## src/rtl/exclusive_group_task_dispatcher_defines.svh

```systemverilog
// assertion macros used by the dispatcher back end
`ifndef EXCLUSIVE_GROUP_TASK_DISPATCHER_DEFINES_SVH
`define EXCLUSIVE_GROUP_TASK_DISPATCHER_DEFINES_SVH

// condition holds on every edge out of reset
`define EGTD_ASSERT_ALWAYS(label, cond, msg) \
  label: assert property (@(posedge clk_i) disable iff (!rst_ni) (cond)) else $error(msg);

// consequent holds on the edge after antecedent
`define EGTD_ASSERT_NEXT(label, ante, cons, msg) \
  label: assert property (@(posedge clk_i) disable iff (!rst_ni) (ante) |=> (cons)) \
    else $error(msg);

`endif

```

## src/rtl/egtd_pkg.sv

```systemverilog
// types and codes of the exclusive group task dispatcher
package egtd_pkg;

  localparam int unsigned FuncW  = 2;
  localparam int unsigned GroupW = 4;
  localparam int unsigned TagW   = 16;
  localparam int unsigned QcntW  = 5;
  localparam int unsigned AcntW  = 4;

  localparam logic [FuncW-1:0] FUNC_ENQ    = 2'd0;
  localparam logic [FuncW-1:0] FUNC_DISP   = 2'd1;
  localparam logic [FuncW-1:0] FUNC_DONE   = 2'd2;
  localparam logic [FuncW-1:0] FUNC_UNUSED = 2'd3;

  typedef struct packed {
    logic [FuncW-1:0]  func;
    logic [GroupW-1:0] group_index;
    logic              is_exclusive;
    logic [TagW-1:0]   task_tag;
  } in_item_t;

  typedef struct packed {
    logic              accepted;
    logic [TagW-1:0]   grant_tag;
    logic [GroupW-1:0] grant_group;
    logic              grant_exclusive;
    logic [QcntW-1:0]  queued_count;
    logic [AcntW-1:0]  active_count;
    logic              all_idle;
  } out_item_t;

  typedef enum logic [1:0] {
    OP_ENQ,
    OP_DISP,
    OP_DONE,
    OP_NOP
  } op_e;

  typedef struct packed {
    op_e               op;
    logic              group_ok;
    logic [GroupW-1:0] group;
    logic              excl;
    logic [TagW-1:0]   tag;
  } cmd_t;

endpackage

```

## src/rtl/egtd_front.sv

```systemverilog
// front stage: takes input beats and classifies them into commands
module egtd_front #(
  parameter int unsigned GROUP_COUNT = 16
) (
  input  logic              clk_i,
  input  logic              rst_ni,
  input  logic              in_valid_i,
  output logic              in_ready_o,
  input  egtd_pkg::in_item_t in_data_i,
  output logic              cmd_valid_o,
  input  logic              cmd_ready_i,
  output egtd_pkg::cmd_t    cmd_o
);
  import egtd_pkg::*;

  logic hold_q;
  cmd_t cmd_q, cmd_d;

  always_comb begin
    cmd_d.group    = in_data_i.group_index;
    cmd_d.excl     = in_data_i.is_exclusive;
    cmd_d.tag      = in_data_i.task_tag;
    cmd_d.group_ok = (int'(in_data_i.group_index) < GROUP_COUNT);
    case (in_data_i.func)
      FUNC_ENQ:  cmd_d.op = OP_ENQ;
      FUNC_DISP: cmd_d.op = OP_DISP;
      FUNC_DONE: cmd_d.op = OP_DONE;
      default:   cmd_d.op = OP_NOP;
    endcase
  end

  assign in_ready_o  = !hold_q || cmd_ready_i;
  assign cmd_valid_o = hold_q;
  assign cmd_o       = cmd_q;

  always_ff @(posedge clk_i or negedge rst_ni) begin
    if (!rst_ni) begin
      hold_q <= 1'b0;
    end else if (in_ready_o) begin
      hold_q <= in_valid_i;
    end
  end

  always_ff @(posedge clk_i) begin
    if (in_valid_i && in_ready_o) begin
      cmd_q <= cmd_d;
    end
  end

endmodule

```

## src/rtl/egtd_fifo.sv

```systemverilog
// two-entry command queue between front and back
module egtd_fifo (
  input  logic           clk_i,
  input  logic           rst_ni,
  input  logic           wr_valid_i,
  output logic           wr_ready_o,
  input  egtd_pkg::cmd_t wr_data_i,
  output logic           rd_valid_o,
  input  logic           rd_ready_i,
  output egtd_pkg::cmd_t rd_data_o
);
  import egtd_pkg::*;

  cmd_t       mem_q [2];
  logic       wptr_q, rptr_q;
  logic [1:0] cnt_q;
  logic       push, pop;

  assign wr_ready_o = (cnt_q != 2'd2);
  assign rd_valid_o = (cnt_q != 2'd0);
  assign rd_data_o  = mem_q[rptr_q];
  assign push       = wr_valid_i && wr_ready_o;
  assign pop        = rd_valid_o && rd_ready_i;

  always_ff @(posedge clk_i or negedge rst_ni) begin
    if (!rst_ni) begin
      wptr_q <= 1'b0;
      rptr_q <= 1'b0;
      cnt_q  <= 2'd0;
    end else begin
      if (push) wptr_q <= !wptr_q;
      if (pop)  rptr_q <= !rptr_q;
      cnt_q <= cnt_q + {1'b0, push} - {1'b0, pop};
    end
  end

  always_ff @(posedge clk_i) begin
    if (push) begin
      mem_q[wptr_q] <= wr_data_i;
    end
  end

endmodule

```

## src/rtl/egtd_core.sv

```systemverilog
// back stage: task queue, group locks, worker count and result register
module egtd_core #(
  parameter int unsigned QUEUE_DEPTH = 16,
  parameter int unsigned GROUP_COUNT = 16,
  parameter int unsigned WORKERS     = 8
) (
  input  logic               clk_i,
  input  logic               rst_ni,
  input  logic               cmd_valid_i,
  output logic               cmd_ready_o,
  input  egtd_pkg::cmd_t     cmd_i,
  output logic               out_valid_o,
  input  logic               out_ready_i,
  output egtd_pkg::out_item_t out_data_o
);
  import egtd_pkg::*;

  `include "exclusive_group_task_dispatcher_defines.svh"

  localparam int unsigned FW = $clog2(QUEUE_DEPTH + 1);
  localparam int unsigned AW = $clog2(WORKERS + 1);

  typedef enum logic {ST_IDLE, ST_SCAN} state_e;

  state_e                  state_q;
  cmd_t                    cur_q;
  logic [TagW-1:0]         ent_tag_q   [QUEUE_DEPTH];
  logic [GroupW-1:0]       ent_group_q [QUEUE_DEPTH];
  logic                    ent_excl_q  [QUEUE_DEPTH];
  logic [FW-1:0]           fill_q, fill_d;
  logic [AW-1:0]           active_q, active_d;
  logic [GROUP_COUNT-1:0]  busy_q, busy_d;
  logic [QUEUE_DEPTH-1:0]  elig_q, elig_d, first, tail;
  logic                    out_valid_q;
  out_item_t               out_q, res;
  logic                    slot_free, pop, commit, enq_wr, shift;
  logic [TagW-1:0]         g_tag;
  logic [GroupW-1:0]       g_group;
  logic                    g_excl;

  function automatic logic busy_at(logic [GROUP_COUNT-1:0] b, logic [GroupW-1:0] g);
    logic r;
    r = 1'b0;
    for (int k = 0; k < GROUP_COUNT; k++) begin
      if (int'(g) == k) r = b[k];
    end
    return r;
  endfunction

  assign slot_free   = !out_valid_q || out_ready_i;
  assign cmd_ready_o = (state_q == ST_IDLE) && slot_free;
  assign pop         = cmd_valid_i && cmd_ready_o;
  assign out_valid_o = out_valid_q;
  assign out_data_o  = out_q;

  // eligibility of every slot, taken at the cycle the dispatch is popped
  always_comb begin
    for (int i = 0; i < QUEUE_DEPTH; i++) begin
      elig_d[i] = (i < int'(fill_q)) &&
                  (!ent_excl_q[i] || !busy_at(busy_q, ent_group_q[i]));
    end
  end

  // oldest eligible slot and everything at or behind it
  assign first = elig_q & (~elig_q + QUEUE_DEPTH'(1));
  assign tail  = ~(first - QUEUE_DEPTH'(1));

  always_comb begin
    g_tag   = '0;
    g_group = '0;
    g_excl  = 1'b0;
    for (int i = 0; i < QUEUE_DEPTH; i++) begin
      g_tag   = g_tag   | (ent_tag_q[i]   & {TagW{first[i]}});
      g_group = g_group | (ent_group_q[i] & {GroupW{first[i]}});
      g_excl  = g_excl  | (ent_excl_q[i]  & first[i]);
    end
  end

  always_comb begin
    fill_d   = fill_q;
    active_d = active_q;
    busy_d   = busy_q;
    commit   = 1'b0;
    enq_wr   = 1'b0;
    shift    = 1'b0;
    res      = '0;
    if (state_q == ST_SCAN) begin
      commit = 1'b1;
      if ((active_q < AW'(WORKERS)) && (|elig_q)) begin
        shift              = 1'b1;
        fill_d             = fill_q - FW'(1);
        active_d           = active_q + AW'(1);
        res.accepted       = 1'b1;
        res.grant_tag      = g_tag;
        res.grant_group    = g_group;
        res.grant_exclusive = g_excl;
        for (int k = 0; k < GROUP_COUNT; k++) begin
          if (g_excl && int'(g_group) == k) busy_d[k] = 1'b1;
        end
      end
    end else if (pop) begin
      case (cmd_i.op)
        OP_ENQ: begin
          commit = 1'b1;
          if ((fill_q < FW'(QUEUE_DEPTH)) && (!cmd_i.excl || cmd_i.group_ok)) begin
            enq_wr       = 1'b1;
            fill_d       = fill_q + FW'(1);
            res.accepted = 1'b1;
          end
        end
        OP_DONE: begin
          commit = 1'b1;
          if ((active_q != '0) &&
              (!cmd_i.excl || (cmd_i.group_ok && busy_at(busy_q, cmd_i.group)))) begin
            active_d     = active_q - AW'(1);
            res.accepted = 1'b1;
            for (int k = 0; k < GROUP_COUNT; k++) begin
              if (cmd_i.excl && int'(cmd_i.group) == k) busy_d[k] = 1'b0;
            end
          end
        end
        OP_DISP: commit = 1'b0;
        default: commit = 1'b1;
      endcase
    end
    res.queued_count = QcntW'(fill_d);
    res.active_count = AcntW'(active_d);
    res.all_idle     = (fill_d == '0) && (active_d == '0);
  end

  always_ff @(posedge clk_i or negedge rst_ni) begin
    if (!rst_ni) begin
      state_q     <= ST_IDLE;
      fill_q      <= '0;
      active_q    <= '0;
      busy_q      <= '0;
      out_valid_q <= 1'b0;
    end else begin
      fill_q   <= fill_d;
      active_q <= active_d;
      busy_q   <= busy_d;
      if (commit) begin
        out_valid_q <= 1'b1;
      end else if (out_ready_i) begin
        out_valid_q <= 1'b0;
      end
      case (state_q)
        ST_IDLE: if (pop && cmd_i.op == OP_DISP) state_q <= ST_SCAN;
        ST_SCAN: state_q <= ST_IDLE;
        default: state_q <= ST_IDLE;
      endcase
    end
  end

  always_ff @(posedge clk_i) begin
    if (pop) begin
      cur_q  <= cmd_i;
      elig_q <= elig_d;
    end
    if (commit) begin
      out_q <= res;
    end
    for (int i = 0; i < QUEUE_DEPTH; i++) begin
      if (shift && tail[i] && (i < QUEUE_DEPTH - 1)) begin
        ent_tag_q[i]   <= ent_tag_q[(i + 1) % QUEUE_DEPTH];
        ent_group_q[i] <= ent_group_q[(i + 1) % QUEUE_DEPTH];
        ent_excl_q[i]  <= ent_excl_q[(i + 1) % QUEUE_DEPTH];
      end else if (enq_wr && int'(fill_q) == i) begin
        ent_tag_q[i]   <= cmd_i.tag;
        ent_group_q[i] <= cmd_i.group;
        ent_excl_q[i]  <= cmd_i.excl;
      end
    end
  end

  `EGTD_ASSERT_ALWAYS(a_fill_bound, fill_q <= FW'(QUEUE_DEPTH), "queue fill beyond depth")
  `EGTD_ASSERT_ALWAYS(a_active_bound, active_q <= AW'(WORKERS), "workers beyond limit")
  `EGTD_ASSERT_NEXT(a_disp_scans, pop && cmd_i.op == OP_DISP, state_q == ST_SCAN && cur_q.op == OP_DISP, "dispatch did not scan")
  `EGTD_ASSERT_ALWAYS(a_no_overwrite, !(commit && out_valid_q && !out_ready_i), "result overwritten")

endmodule

```

## src/rtl/exclusive_group_task_dispatcher.sv

```systemverilog
// top level of the exclusive group task dispatcher
// Ordered task queue with one lock per exclusivity group. An enqueue appends a task, a dispatch
// grants the oldest task that is non-exclusive or whose group is free, given a free worker; a
// completion releases the lock and one worker; every beat returns exactly one result beat. Beats
// pass a front register that decodes the function code and range-checks the group, then a
// two-entry command queue, then the back end that owns the queue and locks. Enqueue, completion
// and unused codes are handled in its idle state; a dispatch latches every slot's eligibility
// there, then picks the oldest eligible slot with a priority pick and closes the gap by shifting
// the younger slots down. Results sit in an output register; while one waits the back end stalls
// and beats back up into the command queue. No clearing pass is needed after reset.
module exclusive_group_task_dispatcher #(
  parameter int unsigned QUEUE_DEPTH = 16,
  parameter int unsigned GROUP_COUNT = 16,
  parameter int unsigned WORKERS     = 8
) (
  input  logic                clk_i,
  input  logic                rst_ni,
  input  logic                in_valid_i,
  output logic                in_ready_o,
  input  egtd_pkg::in_item_t  in_data_i,
  output logic                out_valid_o,
  input  logic                out_ready_i,
  output egtd_pkg::out_item_t out_data_o
);
  import egtd_pkg::*;

  // front to queue
  logic f_valid, f_ready;
  cmd_t f_cmd;
  // queue to back end
  logic b_valid, b_ready;
  cmd_t b_cmd;

  egtd_front #(.GROUP_COUNT(GROUP_COUNT)) u_front (
    .clk_i, .rst_ni,
    .in_valid_i, .in_ready_o, .in_data_i,
    .cmd_valid_o(f_valid), .cmd_ready_i(f_ready), .cmd_o(f_cmd)
  );

  egtd_fifo u_fifo (
    .clk_i, .rst_ni,
    .wr_valid_i(f_valid), .wr_ready_o(f_ready), .wr_data_i(f_cmd),
    .rd_valid_o(b_valid), .rd_ready_i(b_ready), .rd_data_o(b_cmd)
  );

  egtd_core #(
    .QUEUE_DEPTH(QUEUE_DEPTH), .GROUP_COUNT(GROUP_COUNT), .WORKERS(WORKERS)
  ) u_core (
    .clk_i, .rst_ni,
    .cmd_valid_i(b_valid), .cmd_ready_o(b_ready), .cmd_i(b_cmd),
    .out_valid_o, .out_ready_i, .out_data_o
  );

endmodule
```

## config.mk

```make
export PLATFORM = sky130hd
export DESIGN_NAME = exclusive_group_task_dispatcher
export DESIGN_NICKNAME = d
export VERILOG_FILES = /design/src/rtl/egtd_pkg.sv /design/src/rtl/egtd_front.sv /design/src/rtl/egtd_fifo.sv /design/src/rtl/egtd_core.sv /design/src/rtl/exclusive_group_task_dispatcher.sv
export VERILOG_INCLUDE_DIRS = /design/src /design/src/rtl
export SDC_FILE = /design/constraint.sdc
export NUM_CORES = 1
export LEC_CHECK = 0
export CORE_MARGIN = 10
export CORE_UTILIZATION = 40
export CTS_CLUSTER_DIAMETER = 200
export CTS_CLUSTER_SIZE = 14
export DETAILED_ROUTE_END_ITERATION = 8
export DONT_BUFFER_PORTS = 1
export GPL_TIMING_DRIVEN = 0
export PLACE_DENSITY = 0.64
export SLEW_MARGIN = 20
export SYNTH_ARGS = -nofsm -noshare
export SYNTH_HDL_FRONTEND = slang
export SYNTH_SLANG_ARGS = --single-unit
```

## constraint.sdc

```tcl
create_clock -name clk_i -period 9.1 [get_ports clk_i]
set_input_delay 1.82 -clock clk_i [delete_from_list [all_inputs] [get_ports clk_i]]
set_output_delay 1.82 -clock clk_i [all_outputs]
set_load 0.02 [all_outputs]
```

* After elaboration in Yosys (flattened, before gate mapping)
Memory sizes are Yosys's and may differ from the RTL's. Index checks and enable logic that the tools add are counted.
Cells by class: $add $sub $neg 8, magnitude comparators 18, eq/ne operators 307, multiplexer cells 474, bitwise operators 142, reductions and logical operators 212
Operator list (number):
- $eq 4x4->1 const B | 144
- $mux 1 | 420
- $mux 16 | 21
- $eq 4x3->1 const B | 72
- $and 16x16->16 | 17
- $or 16x16->16 | 15
- $eq 4x2->1 const B | 36
- $mux 4 | 24
- $reduce_and 6->1 | 16
- $logic_and 1x1->1 | 88
- $logic_not 4->1 | 19
- $eq 4x1->1 const B | 18
- $and 4x4->4 | 16
- $or 1x1->1 | 60
- $or 4x4->4 | 15
- $reduce_bool 2->1 | 21
- $eq 5x5->1 const B | 8
- $lt 4x5->1 const A | 8
- $logic_not 1->1 | 37
- $ne 2x2->1 const B | 18
- $reduce_or 16->1 | 2
- $mux 5 | 5
- $mux 22 | 1
- $eq 5x4->1 const B | 4
- 32 further kinds | 76
Storage, ports and cells: flip-flop bits (word level) 103, memory bits (writable) 382, output and inout bits 34, logic and storage cells 1201, memories 4
Memories:
- u_core.ent_tag_q | depth 16, width 16, rd ports 16, clocked after memory_dff 0, wr ports 15, RTL line egtd_core.sv:27 | logic [TagW-1:0] ent_tag_q [QUEUE_DEPTH];
- u_core.ent_group_q | depth 16, width 4, rd ports 16, clocked after memory_dff 0, wr ports 15, RTL line egtd_core.sv:28 | logic [GroupW-1:0] ent_group_q [QUEUE_DEPTH];
- u_fifo.mem_q | depth 2, width 23, rd ports 1, clocked after memory_dff 0, wr ports 1, RTL line egtd_fifo.sv:14 | cmd_t mem_q [2];
- u_core.ent_excl_q | depth 16, width 1, rd ports 16, clocked after memory_dff 0, wr ports 15, RTL line egtd_core.sv:29 | logic ent_excl_q [QUEUE_DEPTH];

* Logic depth before layout (Yosys ltp)
Gate-level depths: netlist (run 1). An unclocked memory read counts as a cell.
depth after elaboration 30, depth in mapped cells 11

* Modules after synthesis
From an unflattened synthesis (run 1), not the netlist that was laid out.
Unflattened totals: cell total of the unflattened synthesis 1904, area, all modules 25405.6 um^2
Modules (own cells, without submodules):
- egtd_core | instances 1, cells an instance 1776, area each 22688.0 um^2, seq. area each 12206.7 um^2
- egtd_fifo | instances 1, cells an instance 97, area each 1954.4 um^2, seq. area each 1541.5 um^2
- egtd_front | instances 1, cells an instance 31, area each 763.2 um^2, seq. area each 715.7 um^2

* Worst setup path before layout (run 1)
No wires, ideal clock.
path kind input port to flip-flop, from in out_ready_i, to mem u_core.ent_excl_q[9][0] (netlist: u_core.ent_excl_q[1][1]), enable pin, library setup time 0.428 ns, arrival time 3.991 ns, data required time 8.672 ns, path slack 4.680 ns, cell stages on the path 7, buffers on the path 1, cell sequence nand2b_1 nand2_1 or3_1 nor3b_1 nand2_1 clkbuf_1 o21ai_0
RTL lines:
- start, declared | RTL line exclusive_group_task_dispatcher.sv:22 | input logic out_ready_i,
- end, declared | RTL line egtd_core.sv:29

==> flow_metrics.py, run 1 <==
metrics = {
    "logic_synthesis": {
        "syn_nets": 2067,
        "yosysTopAreaCell": "edfxtp_1",
        "yosys_warnings": 0,
        "yosysSeqAreaShare_pct": 60.1,
        "synth-seq-cells": 485,
        "yosysTopAreaCellShare_pct": 56.7,
        "synth_area_leaders": "edfxtp_1 (57%), mux4_2 (7.6%), o21ai_0 (7.3%)",
        "synth-edff-count": 453,
        "syn_avg_cell_area_um2": 11.8,
        "synthFlopType": "edfxtp_1",
        "synth_commonest_cells": "edfxtp_1 (453), nand2_1 (384), o21ai_0 (351)",
        "synthCells": 2031,
        "synth_most_common_cell": "edfxtp_1",
        "synthesis.area_mm2": 0.0240,
        "synthDistinctLibCells": 80,
        "synthArstFlopShare_pct": 6.60,
    },
    "routing": {
        "top_layer_used": "met4",
        "wl_met2_mm": 34.5,
        "wl_per_cell_um": 26.0,
        "viasPerCell": 6.23,
        "vias": 17900,
        "wl_met1_mm": 29.6,
        "wl_met3_mm": 7.48,
        "drt_iter0_markers": 2372,
        "drtPass1Iterations": 6,
        "ant_nets": 0,
        "drc": 0,
        "routed_wl_mm": 74.5,
    },
    "grt": {
        "grt_pass1_vias": 17500,
        "grt_use_total_pct": 20.8,
        "grt_antenna_before_repair": 0,
        "grt_overflow": 0,
        "grt_max_degree": 33,
        "grt_pass1_wl_mm": 112,
    },
    "clocking": {
        "clock_path_buffers": 3,
        "ctsHoldBuffers": 0,
        "post-cts-setup-buffer-count": 0,
        "clkSinkCount": 485,
        "cts_buffers": 40,
        "root_buffer": "clkbuf_16",
        "cts_tree": "built",
        "htreeDepth": 2,
        "cts.repair.resized": 0,
        "cts.clk_slew.worst_paths_ns": 0.06,
        "insertion_delay_ns": 0.61,
    },
    "sta": {
        "worstMarginPinSlew_ns": 1.23,
        "fin_setup_tns_ns": 0,
        "max_freq_ghz": 0.211,
        "rsz0062_at_grt": "false",
        "finClkSkew_ns": 0.0418,
        "maxSlewHeadroom_pct": 17.5,
        "setup_violations": 0,
        "final_max_slew_viol_count": 0,
        "period_minus_slack_ns": 4.74,
        "hold_viol": 0,
        "post-route-period-util_pct": 52.1,
    },
    "placement": {
        "port_buffers": 0,
        "place_congestion": 0.955,
        "dp_hpwl_mm": 55.1,
        "dp.cells": 2814,
    },
    "min_path": {
        "hold_path_end": "u_fifo.mem_q[0][18]",
        "min_path_cells": 0,
        "hold_path_startpoint": "u_front.cmd_o[18]",
        "hold_class": "reg2reg",
    },
    "floorplanning": {
        "rows": 89,
        "start_util_pct": 40.6,
        "die_w_um": 265,
        "die_area_mm2": 0.0701,
        "die_h_um": 265,
        "ios": 61,
        "coreArea_mm2": 0.0591,
    },
    "setup_path": {
        "critPathCaptureType": "flop",
        "cp_max_fo": 21,
        "r2r_end": "u_core.ent_tag_q[8][12]",
        "crit_type": "in2reg",
        "start_kind": "input port",
        "critPathLaunch": "out_ready_i",
        "rr_startpoint": "u_core.elig_q[0]",
        "r2r_cells": 8,
        "cp_data_arrival_time_ns": 4.95,
        "reg2reg_slack_ns": 4.80,
        "cp_data_required_time_ns": 9.31,
    },
    "power_and_ir_drop": {
        "power.leakage_nw": 9.07,
        "pwr_density_cell_mw_per_mm2": 251,
        "irDropWorstVdd_uv": 200,
    },
    "flow_run": {
        "cap_violations": 0,
    },
    "finish": {
        "nNetsFinal": 2119,
        "syn2layout_area_growth_pct": 9.91,
        "drive_gt1_share_pct": 9.11,
        "final_util_pct": 44.6,
        "final_cells": 2869,
        "antennaDiodeCount": 0,
    },
    "status": {
        "status": "complete, no violations",
    },
}
registers in the layout, summed over array words and instances, names as in the netlist, 2 cells and up:
name	count
u_core.active_q	4
u_fifo.mem_q	46
u_core.fill_q	5
u_core.out_data_o	32
u_fifo.cnt_q	2
u_front.cmd_o	23
u_core.ent_group_q	64
u_core.ent_excl_q	16
u_core.busy_q	16
u_core.ent_tag_q	256
u_core.elig_q	16
cells by family (layout without fill, tap and decap cells):
family	Yosys count	in the layout	share of synthesized area, %
adder cells (fa/ha/maj)	9	9	0.470
AO/OA/AOI/OAI	614	614	15.9
AND/OR/NAND/NOR	585	585	10.8
XOR/XNOR	8	8	0.292
multiplexers	108	108	8.85
buffers and inverters	222	287	3.62
flip-flops	485	485	60.1
cell usage in the layout (no fill, tap or decap), types with 5 or more instances in the layout:
master / n
buf_2: 9
a2111oi_0: 15
mux4_2: 81
inv_1: 39
nor3_1: 13
buf_8: 6
and4_1: 5
nor2_1: 68
xnor2_1: 7
o21ai_2: 7
nand4_1: 6
and2_1: 8
dfrtp_1: 32
nand2_1: 382
o21ai_4: 6
edfxtp_1: 453
a22oi_1: 47
nor2b_1: 9
nor4_1: 5
a31oi_1: 5
a22o_1: 34
buf_1: 13
mux2i_1: 23
o21ai_0: 340
a21oi_1: 59
ha_1: 9
a222oi_1: 18
a221o_1: 11
nand3b_1: 7
a221oi_1: 20
clkbuf_16: 41
and3_1: 8
nand3_1: 30
clkbuf_1: 164
nand2b_1: 14
area by class of cell:
type | instances | area [µm²]
multi-input cells | 1324 | 8820
repair buffers | 10 | 185
inverters | 42 | 160
fillers | 5317 | 32800
clock inverters | 3 | 46.3
well taps | 773 | 967
plain buffers | 180 | 707
flip-flops and latches | 485 | 14400
clock buffers | 52 | 1070
per-layer routing:
metal,global-route usage (%),up-vias
met3,3.95,178
met1,27.6,8825
met5,0,-
met4,7.78,0
li1,-,7832
met2,33.4,1038
through the flow:
| stage | hold WS (ns) | area [µm²] | setup slack, ns | power (W) |
|---|---|---|---|---|
| 6_report | 0.446 | 26400 | 4.36 | 0.00660 |
| 5_1_grt | 0.453 | 26400 | 4.30 | 0.00685 |
| 4_1_cts | 0.448 | 26300 | 4.17 | 0.00657 |
| 3_5_place_dp | 0.433 | 25200 | 3.54 | 0.00495 |
| 3_3_place_gp | 0.427 | 24900 | 3.19 | 0.00489 |
| 2_1_floorplan | 0.421 | 24000 | 4.68 | 0.00419 |
report_power, final:
group / total [W] / switching [W] / internal [W]
Sequential: 0.00307 / 0.000321 / 0.00275
Clock: 0.00164 / 0.000812 / 0.000825
Combinational: 0.00190 / 0.00129 / 0.000607
worst max-delay path, stage by stage:
cell      delay, ns
nand2b_1       0.10
nand2_1        0.25
nor3_1         0.94
nand4_1        0.78
clkbuf_1       0.45
nand2_2        0.59
worst max-delay path by stage:
stage	end	slack, ns	depth (start not counted)
after detailed placement	u_core.ent_group_q[1][27]	3.54	6
after CTS	u_core.ent_group_q[1][25]	4.17	6
after floorplan	u_core.ent_excl_q[1][1]	4.68	7
after global placement	u_core.ent_group_q[0][1]	3.19	6
after global routing	u_core.ent_group_q[1][25]	4.30	6
final	u_core.ent_tag_q[14][2]	4.36	6
No activity file was read; power rests on OpenSTA's default activity.
==> inputs of run 2 (changes only) <==
- ABC_AREA: not set -> 1
- clock period: 9.1 -> 4.6 ns (I/O delays scaled with it)
==> flow_metrics.py, run 2 <==
metrics = {
    "routing": {
        "drt_iter0_markers": 2769,
        "drc": 0,
        "routed_wl_mm": 79.5,
        "vias": 20900,
        "wl_per_cell_um": 22.4,
        "ant_nets": 0,
        "drtPass1Iterations": 6,
        "viasPerCell": 5.88,
    },
    "floorplanning": {
        "die_h_um": 269,
        "rows": 91,
        "coreArea_mm2": 0.0616,
        "start_util_pct": 40.3,
        "die_area_mm2": 0.0724,
        "ios": 61,
        "die_w_um": 269,
    },
    "logic_synthesis": {
        "muxShareOfSynthArea_pct": 0.0403,
        "synth_top_family_by_area": "compound AO/OA/AOI/OAI gates",
        "synth-simple-area-share_pct": 16.1,
        "synth_commonest_cells": "nand2_1 (668), edfxtp_1 (453), o21ai_0 (440)",
        "synth-adder-area-share_pct": 0.454,
        "synthDistinctLibCells": 55,
        "synth-seq-cells": 485,
        "synth-compound-area-share_pct": 19.4,
        "synth_area_leaders": "edfxtp_1 (55%), nand2_1 (10%), o21ai_0 (8.9%)",
        "synth-edff-count": 453,
        "yosys_warnings": 0,
        "yosysTopAreaCellShare_pct": 54.8,
        "synth-xor-area-share_pct": 0.106,
        "yosysSeqAreaShare_pct": 58.0,
        "synthesis.area_mm2": 0.0248,
        "synthArstFlopShare_pct": 6.60,
        "synth_most_common_cell": "nand2_1",
        "syn_avg_cell_area_um2": 9.37,
        "synthCells": 2649,
        "syn_nets": 2685,
        "yosysTopAreaCell": "edfxtp_1",
        "synthFlopType": "edfxtp_1",
    },
    "grt": {
        "grt_antenna_before_repair": 2,
        "grt_busiest_layer": "met2",
        "met1_usage_pct": 27.0,
        "grt_use_total_pct": 20.9,
        "grt_pass1_vias": 19800,
        "grt_max_degree": 29,
        "use_met3_pct": 3.82,
        "grt_overflow": 0,
        "met2_usage_pct": 34.4,
        "grt_pass1_wl_mm": 118,
    },
    "placement": {
        "post-place-ws_ns": -0.281,
        "place_congestion": 0.998,
        "dp_hpwl_mm": 61.0,
        "port_buffers": 0,
        "dp.cells": 3497,
    },
    "setup_path": {
        "cp_max_fo": 21,
        "cp_data_required_time_ns": 4.73,
        "start_kind": "flop",
        "cp_data_arrival_time_ns": 4.41,
        "r2r_cells": 10,
        "critPathCaptureType": "flop",
        "crit_type": "reg2reg",
    },
    "flow_run": {
        "cap_violations": 0,
    },
    "finish": {
        "final_common_cell": "nand2_1",
        "syn2layout_area_growth_pct": 9.55,
        "antennaDiodeCount": 0,
        "drive_gt1_share_pct": 5.12,
        "largest_reg_flops": 256,
        "reg_top3": "u_core.ent_tag_q (256), u_core.ent_group_q (64), u_fifo.mem_q (46)",
        "nNetsFinal": 2740,
        "regMostFlops": "u_core.ent_tag_q",
        "final_cells": 3552,
        "mostFrequentLayoutCells": "nand2_1 (668), edfxtp_1 (453), o21ai_0 (430)",
    },
    "clocking": {
        "clkSinkCount": 485,
        "cts.clk_slew.worst_paths_ns": 0.07,
        "cts_tree": "built",
        "insertion_delay_ns": 0.60,
        "htreeDepth": 2,
        "root_buffer": "clkbuf_16",
        "cts_buffers": 40,
        "clock_path_buffers": 3,
    },
    "sta": {
        "rsz0062_at_grt": "false",
        "worstMarginPinSlew_ns": 1.19,
        "finClkSkew_ns": 0.0255,
        "fin_setup_tns_ns": 0,
        "setup_violations": 0,
        "maxSlewHeadroom_pct": 19.9,
        "whs_ns": 0.0243,
        "hold_viol": 0,
        "max_freq_ghz": 0.234,
        "final_max_slew_viol_count": 0,
        "period_minus_slack_ns": 4.28,
        "post-route-period-util_pct": 93.0,
        "setup_ws_ns": 0.321,
    },
    "power_and_ir_drop": {
        "irDropWorstVdd_uv": 451,
        "power_w": 0.0170,
        "power.leakage_nw": 10.1,
        "pwr_density_cell_mw_per_mm2": 624,
    },
    "status": {
        "status": "complete, no violations",
    },
    "min_path": {
        "hold_class": "in2async",
    },
}
==> run 2: changes by cell type in the layout (fill, tap and decap cells not counted), moves of 27 or more <==
cell,delta
a21oi_1,+75
a22oi_1,-35
inv_1,+159
mux4_2,-81
nand2_1,+286
nand3_1,+64
nor3_1,+27
o21ai_0,+90
==> run 2: critical path, stage by stage, from the launching register on <==
cell        delay [ns]
dfrtp_1           0.49
inv_1             0.11
o221ai_2          0.51
clkinvlp_4        0.58
nand2_1           0.25
nor2_2            0.17
nand2_1           0.22
inv_1             0.18
nand2_1           0.23
clkbuf_1          0.42
nand2_1           0.65
==> run 2: path summary, 6_finish.rpt <==
check	start	endpoint	slack (ns)
setup / recovery	u_core.out_valid_o	u_core.ent_group_q[0][17]	0.32
hold / removal	rst_ni	u_core.fill_q[1]	0.02
setup reg to reg	u_core.out_valid_o	u_core.ent_group_q[0][17]	0.32
hold reg to reg	u_front.cmd_o[9]	u_fifo.mem_q[1][9]	0.44
max in group asynchronous	rst_ni	u_core.busy_q[3]	3.73
min in group clk_i	out_ready_i	u_core.out_valid_o	0.42
==> run 2: layout make-up <==
class / instances / area (µm²)
plain buffers: 162 / 671
clock buffers: 50 / 1040
clock inverters: 3 / 57.6
fillers: 5835 / 34400
inverters: 212 / 800
multi-input cells: 1790 / 9020
flip-flops and latches: 485 / 14400
well taps: 837 / 1050
repair buffers: 12 / 150
repair inverters: 1 / 5.00
==> run 2: metrics by stage <==
step                util [%]  area (µm²)
floorplan                  -       24800
global placement        42.0       25900
detailed placement      42.3       26100
CTS                     44.1       27200
global route            44.1       27200
finish                  44.1       27200
==> run 2: power by group <==
| group | total, W | internal [W] | switching, W |
|---|---|---|---|
| Combinational | 0.00624 | 0.00153 | 0.00471 |
| Clock | 0.00317 | 0.00159 | 0.00158 |
| Sequential | 0.00754 | 0.00658 | 0.000967 |
==> run 2: cells by family after synthesis <==
group,after synthesis
multiplexers,1
flip-flops,485
buffers and inverters,374
AO/OA/AOI/OAI,821
adder cells (fa/ha/maj),9
AND/OR/NAND/NOR,956
XOR/XNOR,3
==> run 2: layer usage <==
metal / vias up / part of all wire, %
li1: 9567 / -
met1: 9968 / 40
met2: 1152 / 46
met3: 190 / 10
met4: 2 / 3.8
met5: - / 0.016
==> run 2: timing repair <==
item                                    CTS  global route
hold endpoints to repair                  5             0
hold buffers                              1             0
cloned                                    0             1
gates resized for setup                   1             1
endpoints found under the setup margin    4            42
buffers inserted                          0             0
